## src/rtl/rsh_flow_classifier_core_defines.svh

```systemverilog
// ----------------------------------------------------------------------------
// rsh_flow_classifier_core_defines.svh
// Assertion macros shared by the remote-shell classifier RTL.
// ----------------------------------------------------------------------------
`ifndef RSH_FLOW_CLASSIFIER_CORE_DEFINES_SVH
`define RSH_FLOW_CLASSIFIER_CORE_DEFINES_SVH

// Checked on every rising edge of clk, off while rst_n is low.
`define RSH_ASSERT(label, prop, msg) \
    label: assert property (@(posedge clk) disable iff (!rst_n) (prop)) \
        else $error(msg);

// Implication form: antecedent in the same cycle.
`define RSH_ASSERT_IMPL(label, ante, cons, msg) \
    label: assert property (@(posedge clk) disable iff (!rst_n) \
        (ante) |-> (cons)) else $error(msg);

`endif

```

## src/rtl/rsh_pkg.sv

```systemverilog
// ----------------------------------------------------------------------------
// rsh_pkg
// Types and constants of the remote-shell flow classifier.
// ----------------------------------------------------------------------------
`default_nettype none

package rsh_pkg;

    localparam int BYTE_W    = 8;
    localparam int PORT_W    = 16;
    localparam int PKTNUM_W  = 8;
    localparam int VERDICT_W = 2;
    localparam int CFG_IDX_W = 2;
    localparam int CFG_DATA_W = 16;

    typedef enum logic [VERDICT_W-1:0] {
        VERDICT_UNDECIDED = 2'd0,
        VERDICT_DETECTED  = 2'd1,
        VERDICT_EXCLUDED  = 2'd2
    } verdict_t;

    // configuration register indexes
    localparam logic [CFG_IDX_W-1:0] CFG_SERVICE_PORT  = 2'd0;
    localparam logic [CFG_IDX_W-1:0] CFG_MIDSTREAM_MIN = 2'd1;

    localparam logic [PORT_W-1:0]   SERVICE_PORT_RST  = 16'd514;
    localparam logic [PKTNUM_W-1:0] MIDSTREAM_MIN_RST = 8'd5;

    localparam logic [BYTE_W-1:0] ASCII_NUL     = 8'h00;
    localparam logic [BYTE_W-1:0] ASCII_LF      = 8'h0A;
    localparam logic [BYTE_W-1:0] ASCII_ZERO    = 8'h30;
    localparam logic [BYTE_W-1:0] ASCII_NINE    = 8'h39;
    localparam logic [BYTE_W-1:0] ASCII_PRT_LO  = 8'h20;
    localparam logic [BYTE_W-1:0] ASCII_PRT_HI  = 8'h7E;

    localparam logic [PKTNUM_W-1:0] PKT_NUM_FIRST  = 8'd1;
    localparam logic [PKTNUM_W-1:0] PKT_NUM_SECOND = 8'd2;

    // packet length limits, counting the last byte
    localparam int PKT1_LEN_MIN = 2;
    localparam int PKT1_LEN_MAX = 6;
    localparam int PKT2_LEN_MIN = 3;

    localparam logic [1:0] NUL_SAT = 2'd2;

    // per-packet flags, as seen before the current byte
    typedef struct packed {
        logic       digits_only;
        logic [1:0] nul_count;
        logic       unprintable_seen;
        logic       len1_ok_lo;   // length with last byte reaches packet 1 minimum
        logic       len1_ok_hi;   // length with last byte within packet 1 maximum
        logic       len2_ok;      // length with last byte reaches packet 2 minimum
    } pkt_flags_t;

    typedef struct packed {
        verdict_t verdict;
        logic     credentials_seen;
    } result_t;

endpackage

`default_nettype wire

```

## src/rtl/rsh_pkt_track.sv

```systemverilog
// ----------------------------------------------------------------------------
// rsh_pkt_track
// Per-packet byte count, digit, NUL and printable tracking.
// ----------------------------------------------------------------------------
`default_nettype none

module rsh_pkt_track #(
    parameter int MAX_PAYLOAD = 2048
) (
    input  wire logic                       clk,
    input  wire logic                       rst_n,
    input  wire logic                       step,
    input  wire logic [rsh_pkg::BYTE_W-1:0] byte_in,
    input  wire logic                       last,
    output rsh_pkg::pkt_flags_t             flags
);
    import rsh_pkg::*;

    localparam int CNT_W = $clog2(MAX_PAYLOAD + 1);
    localparam logic [CNT_W-1:0] CNT_MAX = CNT_W'(MAX_PAYLOAD);

    logic [CNT_W-1:0] byte_count_reg, byte_count_next;
    logic             digits_only_reg, digits_only_next;
    logic [1:0]       nul_count_reg, nul_count_next;
    logic             unprint_reg, unprint_next;

    logic is_digit;
    logic is_print;

    assign is_digit = byte_in inside {[ASCII_ZERO:ASCII_NINE]};
    assign is_print = byte_in inside {[ASCII_PRT_LO:ASCII_PRT_HI]};

    always_comb
    begin
        byte_count_next  = byte_count_reg;
        digits_only_next = digits_only_reg;
        nul_count_next   = nul_count_reg;
        unprint_next     = unprint_reg;
        if (step)
        begin
            if (last)
            begin
                byte_count_next  = '0;
                digits_only_next = 1'b1;
                nul_count_next   = '0;
                unprint_next     = 1'b0;
            end
            else
            begin
                if (!is_digit)
                    digits_only_next = 1'b0;
                if (byte_in == ASCII_NUL)
                begin
                    if (nul_count_reg < NUL_SAT)
                        nul_count_next = nul_count_reg + 2'd1;
                end
                else if (nul_count_reg < NUL_SAT && !is_print)
                begin
                    unprint_next = 1'b1;
                end
                if (byte_count_reg < CNT_MAX)
                    byte_count_next = byte_count_reg + CNT_W'(1);
            end
        end
    end

    always_ff @(posedge clk or negedge rst_n)
    begin
        if (!rst_n)
        begin
            byte_count_reg  <= '0;
            digits_only_reg <= 1'b1;
            nul_count_reg   <= '0;
            unprint_reg     <= 1'b0;
        end
        else
        begin
            byte_count_reg  <= byte_count_next;
            digits_only_reg <= digits_only_next;
            nul_count_reg   <= nul_count_next;
            unprint_reg     <= unprint_next;
        end
    end

    // length tests on the count of earlier bytes (length minus one)
    assign flags.digits_only      = digits_only_reg;
    assign flags.nul_count        = nul_count_reg;
    assign flags.unprintable_seen = unprint_reg;
    assign flags.len1_ok_lo = byte_count_reg >= CNT_W'(PKT1_LEN_MIN - 1);
    assign flags.len1_ok_hi = byte_count_reg <= CNT_W'(PKT1_LEN_MAX - 1);
    assign flags.len2_ok    = byte_count_reg >= CNT_W'(PKT2_LEN_MIN - 1);

endmodule

`default_nettype wire

```

## src/rtl/rsh_classify.sv

```systemverilog
// ----------------------------------------------------------------------------
// rsh_classify
// End-of-packet verdict from the last byte, ports and packet flags.
// ----------------------------------------------------------------------------
`default_nettype none

module rsh_classify (
    input  wire logic [rsh_pkg::BYTE_W-1:0]   byte_in,
    input  wire logic [rsh_pkg::PKTNUM_W-1:0] packet_num,
    input  wire logic [rsh_pkg::PORT_W-1:0]   src_port,
    input  wire logic [rsh_pkg::PORT_W-1:0]   dst_port,
    input  wire logic [rsh_pkg::PORT_W-1:0]   svc_port,
    input  wire logic [rsh_pkg::PKTNUM_W-1:0] min_packets,
    input  rsh_pkg::pkt_flags_t               flags,
    output rsh_pkg::result_t                  result
);
    import rsh_pkg::*;

    logic port_hit;
    logic pkt1_ok;
    logic pkt2_ok;

    assign port_hit = (dst_port == svc_port || src_port == svc_port)
                      && byte_in == ASCII_LF;

    assign pkt1_ok = flags.len1_ok_lo && flags.len1_ok_hi && flags.digits_only;

    // last byte is NUL, so two NULs means at least one earlier
    assign pkt2_ok = flags.len2_ok && byte_in == ASCII_NUL
                     && flags.nul_count != 2'd0 && !flags.unprintable_seen;

    always_comb
    begin
        result.verdict          = VERDICT_EXCLUDED;
        result.credentials_seen = 1'b0;
        if (port_hit)
        begin
            result.verdict = (packet_num > min_packets) ? VERDICT_DETECTED
                                                        : VERDICT_UNDECIDED;
        end
        else if (packet_num == PKT_NUM_FIRST)
        begin
            result.verdict = pkt1_ok ? VERDICT_UNDECIDED : VERDICT_EXCLUDED;
        end
        else if (packet_num == PKT_NUM_SECOND)
        begin
            if (pkt2_ok)
            begin
                result.verdict          = VERDICT_DETECTED;
                result.credentials_seen = 1'b1;
            end
        end
    end

endmodule

`default_nettype wire

```

## src/rtl/rsh_flow_classifier_core.sv

```systemverilog
// Throughput: one payload byte per cycle, but an end-of-packet byte stalls
// while a verdict waits in the result register under out_stall; bytes that
// end no packet give no result and are absorbed even while a verdict waits.
// The per-packet tracking state updates as each byte leaves the input register.
// Reset (rst_n, async, active low) clears the pipeline valids and packet state
// and loads service_port = 514, midstream_min_packets = 5.
// ----------------------------------------------------------------------------
// rsh_flow_classifier_core
// Remote-shell flow classifier over a TCP payload byte stream.
// ----------------------------------------------------------------------------
`default_nettype none
`include "rsh_flow_classifier_core_defines.svh"

module rsh_flow_classifier_core #(
    parameter int MAX_PAYLOAD = 2048
) (
    input  wire logic                          clk,
    input  wire logic                          rst_n,

    input  wire logic                          in_valid,
    output logic                               in_stall,
    input  wire logic [rsh_pkg::BYTE_W-1:0]    payload_byte,
    input  wire logic                          end_of_packet,
    input  wire logic [rsh_pkg::PKTNUM_W-1:0]  packet_number,
    input  wire logic [rsh_pkg::PORT_W-1:0]    source_port,
    input  wire logic [rsh_pkg::PORT_W-1:0]    dest_port,

    output logic                               out_valid,
    input  wire logic                          out_stall,
    output logic [rsh_pkg::VERDICT_W-1:0]      verdict,
    output logic                               credentials_seen,

    input  wire logic                          cfg_valid,
    output logic                               cfg_ready,
    input  wire logic [rsh_pkg::CFG_IDX_W-1:0] cfg_index,
    input  wire logic [rsh_pkg::CFG_DATA_W-1:0] cfg_data
);
    import rsh_pkg::*;

    // configuration
    logic [PORT_W-1:0]   svc_port_reg;
    logic [PKTNUM_W-1:0] min_pkts_reg;

    // input register
    logic                in_valid_reg;
    logic [BYTE_W-1:0]   byte_reg;
    logic                eop_reg;
    logic [PKTNUM_W-1:0] pnum_reg;
    logic [PORT_W-1:0]   sport_reg;
    logic [PORT_W-1:0]   dport_reg;

    // result register
    logic                out_valid_reg;
    result_t             result_reg;

    logic       in_take;
    logic       out_free;
    logic       advance;
    pkt_flags_t flags;
    result_t    result_next;

    assign cfg_ready = 1'b1;

    always_ff @(posedge clk or negedge rst_n)
    begin
        if (!rst_n)
        begin
            svc_port_reg <= SERVICE_PORT_RST;
            min_pkts_reg <= MIDSTREAM_MIN_RST;
        end
        else if (cfg_valid && cfg_ready)
        begin
            case (cfg_index)
                CFG_SERVICE_PORT:  svc_port_reg <= cfg_data[PORT_W-1:0];
                CFG_MIDSTREAM_MIN: min_pkts_reg <= cfg_data[PKTNUM_W-1:0];
                default: ;
            endcase
        end
    end

    // non-final bytes never need the result register
    assign out_free = !out_valid_reg || !out_stall;
    assign advance  = in_valid_reg && (!eop_reg || out_free);
    assign in_stall = in_valid_reg && !advance;
    assign in_take  = in_valid && !in_stall;

    always_ff @(posedge clk or negedge rst_n)
    begin
        if (!rst_n)
            in_valid_reg <= 1'b0;
        else if (in_take)
            in_valid_reg <= 1'b1;
        else if (advance)
            in_valid_reg <= 1'b0;
    end

    always_ff @(posedge clk)
    begin
        if (in_take)
        begin
            byte_reg  <= payload_byte;
            eop_reg   <= end_of_packet;
            pnum_reg  <= packet_number;
            sport_reg <= source_port;
            dport_reg <= dest_port;
        end
    end

    rsh_pkt_track #(
        .MAX_PAYLOAD (MAX_PAYLOAD)
    ) u_track (
        .clk     (clk),
        .rst_n   (rst_n),
        .step    (advance),
        .byte_in (byte_reg),
        .last    (eop_reg),
        .flags   (flags)
    );

    rsh_classify u_classify (
        .byte_in     (byte_reg),
        .packet_num  (pnum_reg),
        .src_port    (sport_reg),
        .dst_port    (dport_reg),
        .svc_port    (svc_port_reg),
        .min_packets (min_pkts_reg),
        .flags       (flags),
        .result      (result_next)
    );

    always_ff @(posedge clk or negedge rst_n)
    begin
        if (!rst_n)
            out_valid_reg <= 1'b0;
        else if (advance && eop_reg)
            out_valid_reg <= 1'b1;
        else if (!out_stall)
            out_valid_reg <= 1'b0;
    end

    always_ff @(posedge clk)
    begin
        if (advance && eop_reg)
            result_reg <= result_next;
    end

    assign out_valid        = out_valid_reg;
    assign verdict          = result_reg.verdict;
    assign credentials_seen = result_reg.credentials_seen;

    `RSH_ASSERT_IMPL(a_creds_only_detected, out_valid_reg && result_reg.credentials_seen,
        result_reg.verdict == VERDICT_DETECTED, "credentials without detection")
    `RSH_ASSERT_IMPL(a_verdict_code, out_valid_reg,
        result_reg.verdict != 2'd3, "verdict code out of range")
    `RSH_ASSERT(a_result_from_eop, $rose(out_valid_reg) |-> $past(in_valid_reg && eop_reg),
        "result without an end-of-packet request")
    `RSH_ASSERT_IMPL(a_stall_only_on_eop, in_stall,
        in_valid_reg && eop_reg && out_valid_reg, "input stalled without cause")

endmodule

`default_nettype wire
```

## config.mk

```make
export PLATFORM = sky130hd
export DESIGN_NAME = rsh_flow_classifier_core
export DESIGN_NICKNAME = d
export VERILOG_FILES = /design/src/rtl/rsh_pkg.sv /design/src/rtl/rsh_pkt_track.sv /design/src/rtl/rsh_classify.sv /design/src/rtl/rsh_flow_classifier_core.sv
export VERILOG_INCLUDE_DIRS = /design/src /design/src/rtl
export SDC_FILE = /design/constraint.sdc
export NUM_CORES = 1
export LEC_CHECK = 0
export BUFFER_PORTS_ARGS = -buffer_cell sky130_fd_sc_hd__buf_2
export CAP_MARGIN = 20
export CORE_MARGIN = 1
export CORE_UTILIZATION = 57
export CTS_BUF_LIST = sky130_fd_sc_hd__clkbuf_8
export DETAILED_ROUTE_END_ITERATION = 10
export HOLD_SLACK_MARGIN = 0.12
export PLACE_DENSITY = 0.85
export SYNTH_ARGS = -nofsm -noshare
export SYNTH_HDL_FRONTEND = slang
export SYNTH_HIERARCHICAL = 1
export SYNTH_SLANG_ARGS = --single-unit
```

## constraint.sdc

```tcl
create_clock -name clk -period 3.1 [get_ports clk]
set_clock_uncertainty 0.05 [all_clocks]
set_input_delay 0.155 -clock clk [delete_from_list [all_inputs] [get_ports clk]]
set_output_delay 0.155 -clock clk [all_outputs]
set_load 0.01 [all_outputs]
```

==> results.md <==
* Final setup fails at 0
* WP data required at 3.34 ns
* Die Width at 87.93 µm
* Status: finished, final reports clean
* DRC violations left at 0
* Synth Warn # at 6
* Post-synth EDFFs at 52
* H-tree depth at 3
* Hold Violations, Final at 0
* Yosys top cell by area: edfxtp_1
* Die Ht at 87.93 µm
* Syn nets at 392
* Core box area at 0.006944 mm²
* Dpl hpwl at 5.755 mm
* Critical Path Source Type: flop
* Slew Viols, Final at 0
* Routed WL per cell at 17.91 µm
* Post-synthesis cell type count at 49
* Final design utilization at 0.8031
* Post-synth ARST share at 0.4468
* First-pass GRT wire length at 15.52 mm
* Final worst path period share at 0.7322
* Netlist Area Pre-Place at 0.004209 mm²
* PortBufs at 76
* CTS sink cnt at 94
* Unrepaired setup endpoints after global routing: no
* Largest net degree at the start of global routing at 43
* Inserted Diodes at 0
* Worst-margin pin slew at 0.9558 ns
* Fmax at 440.6 MHz
* Mapped Cells at 309
* Post-synth top area share at 0.3710
* Io pins at 78
* Share of layout cells above drive strength 1 at 0.2802
* Setup TNS at 0 ns
* Root Driver: clkbuf_8
* Synth-to-Final Area Change at 32.49%
* Register bit total from synthesis at 94
* Top cells by count, synth: edfxtp_1, dfrtp_1, xor2_1, mux2_2, inv_1
* Max-cap violation count at 0
* P_leak at 2.345 nW
* Area of the multi-input gates at 0.001474 mm²
* Initial Util at 0.6061
* Via density at 5.568
* Final non-filler cell total at 560
* Routed via count at 3118
* Placed Cells at 476
* 1st-iter DRT viols at 234
* CTS resizes at 0
* Worst-path fanout max at 10
* Reg clk slew, reported paths at 0.09 ns
* Vias in the first global route at 3170
* Row Count at 30
* Full die area at 0.007732 mm²
* Avg Synthesized Cell Area at 13.62 µm²
* FILL cells at 375
* Clk_lat worst skew at 0.37 ns
* Top_reg_cell synth: edfxtp_1
* Total power at 2.944 mW
* Total global-route track usage at 0.2805
* WS Path Type: flop to flop
* Slew margin rel. at 0.3628
* Post-synthesis sequential area ratio at 0.6222
* Crit. End Element: flop
* DRT antenna net count at 0
* Max VDD drop at 306.1 µV
* Total CTS buffers at 9
* CTS tree: yes
* PD cells at 527.8 mW/mm²
* Initial DRT Pass Iterations at 5
* Arr. time, crit path at 2.51 ns
* Largest cells by area after synthesis: edfxtp_1, dfrtp_1, mux2_2
* Reg area at 0.002619 mm²
* Clk buf depth at 2
* WL final at 10.03 mm
* Initial antenna violation count at 0
* Final GP Congestion at 0.8774
* Cell with the most instances after synthesis: edfxtp_1
* Fin crit period at 2.270 ns
* Gr ovfl total at 0
* Nets@finish at 542
* Min-Delay Path Class: input pin to flop
-- per-stage QoR --
step                      hold WS, ns  instance area (µm²)  setup slack (ns)
after floorplan               -0.1906                 4209            0.8165
after global placement         0.2821                 4676            0.9102
final                          0.2521                 5577            0.8303
after global routing           0.2437                 5577            0.6666
after detailed placement       0.2831                 4676            0.9058
after CTS                      0.2391                 5577            0.8759
-- repair_timing --
item | CTS | global route
buffers inserted | 0 | 0
hold endpoints to repair | 112 | 0
hold buffers | 68 | 0
-- report_power, final --
group / switching, mW / internal, mW
Clock: 0.457 / 0.461
Sequential: 0.113 / 1.46
Combinational: 0.208 / 0.249
Total: 0.778 / 2.17
-- layer usage --
layer / GRT usage / wire length, µm / up-vias
met5: 0 / 0 / -
met4: 0.1595 / 468 / 0
met3: 0.06786 / 577 / 36
met2: 0.4693 / 5017 / 148
met1: 0.3331 / 3967 / 1490
li1: - / - / 1444
-- path summary, 6_finish.rpt --
kind | to | cells after the start | slack, ns | start
worst max-delay path | u_track/byte_count_reg[4] | 4 | 0.83 | eop_reg
worst min-delay path | svc_port_reg[3] | 3 | 0.25 | cfg_index[0]
worst max register to register | u_track/byte_count_reg[4] | 4 | 0.83 | eop_reg
worst min register to register | u_track/unprint_reg | 1 | 0.46 | u_track/unprint_reg
max in group asynchronous | min_pkts_reg[5] | 2 | 1.98 | rst_n
min in group asynchronous | svc_port_reg[10] | 2 | 0.42 | rst_n
-- critical path, stage by stage (launching register included) --
cell and delay [ns]:
edfxtp_1 0.52, a31oi_1 0.73, inv_1 0.22, or4_1 0.54
a21oi_1 0.14
-- placed cells by master, fill, tap and decap left out, drive strengths merged, types with 3 or more instances in the layout --
cell type	instances
or3	3
nor2b	3
dfrtp	37
nand2b	6
dfstp	5
a21oi	9
nand2	16
mux2i	3
o31ai	4
nor2	7
nor4	16
inv	22
clkbuf	9
mux2	25
edfxtp	52
xor2	32
nand3	7
or4	4
buf	78
nand4	9
ha	11
nor3	5
dlygate4sd3	68
o21ai	5
-- final cells by class --
cell class              count  share of cell area
flip-flops and latches     94              0.4696
well taps                  96             0.02154
inverters                  18             0.01212
clock inverters             7             0.01728
clock buffers               9             0.02221
multi-input cells         190              0.2643
repair buffers            146              0.1930
-- kinds of logic after synthesis --
group	count (synthesis)	synth area share
fa+ha+maj	11	0.03270
buf+inv	25	0.02794
simple gates	85	0.1204
xor+xnor	32	0.06659
compound gates	33	0.05529
mux	28	0.07402
flops	94	0.6222
other cells	1	0.0008909
Power figures use the tool's default switching activity.
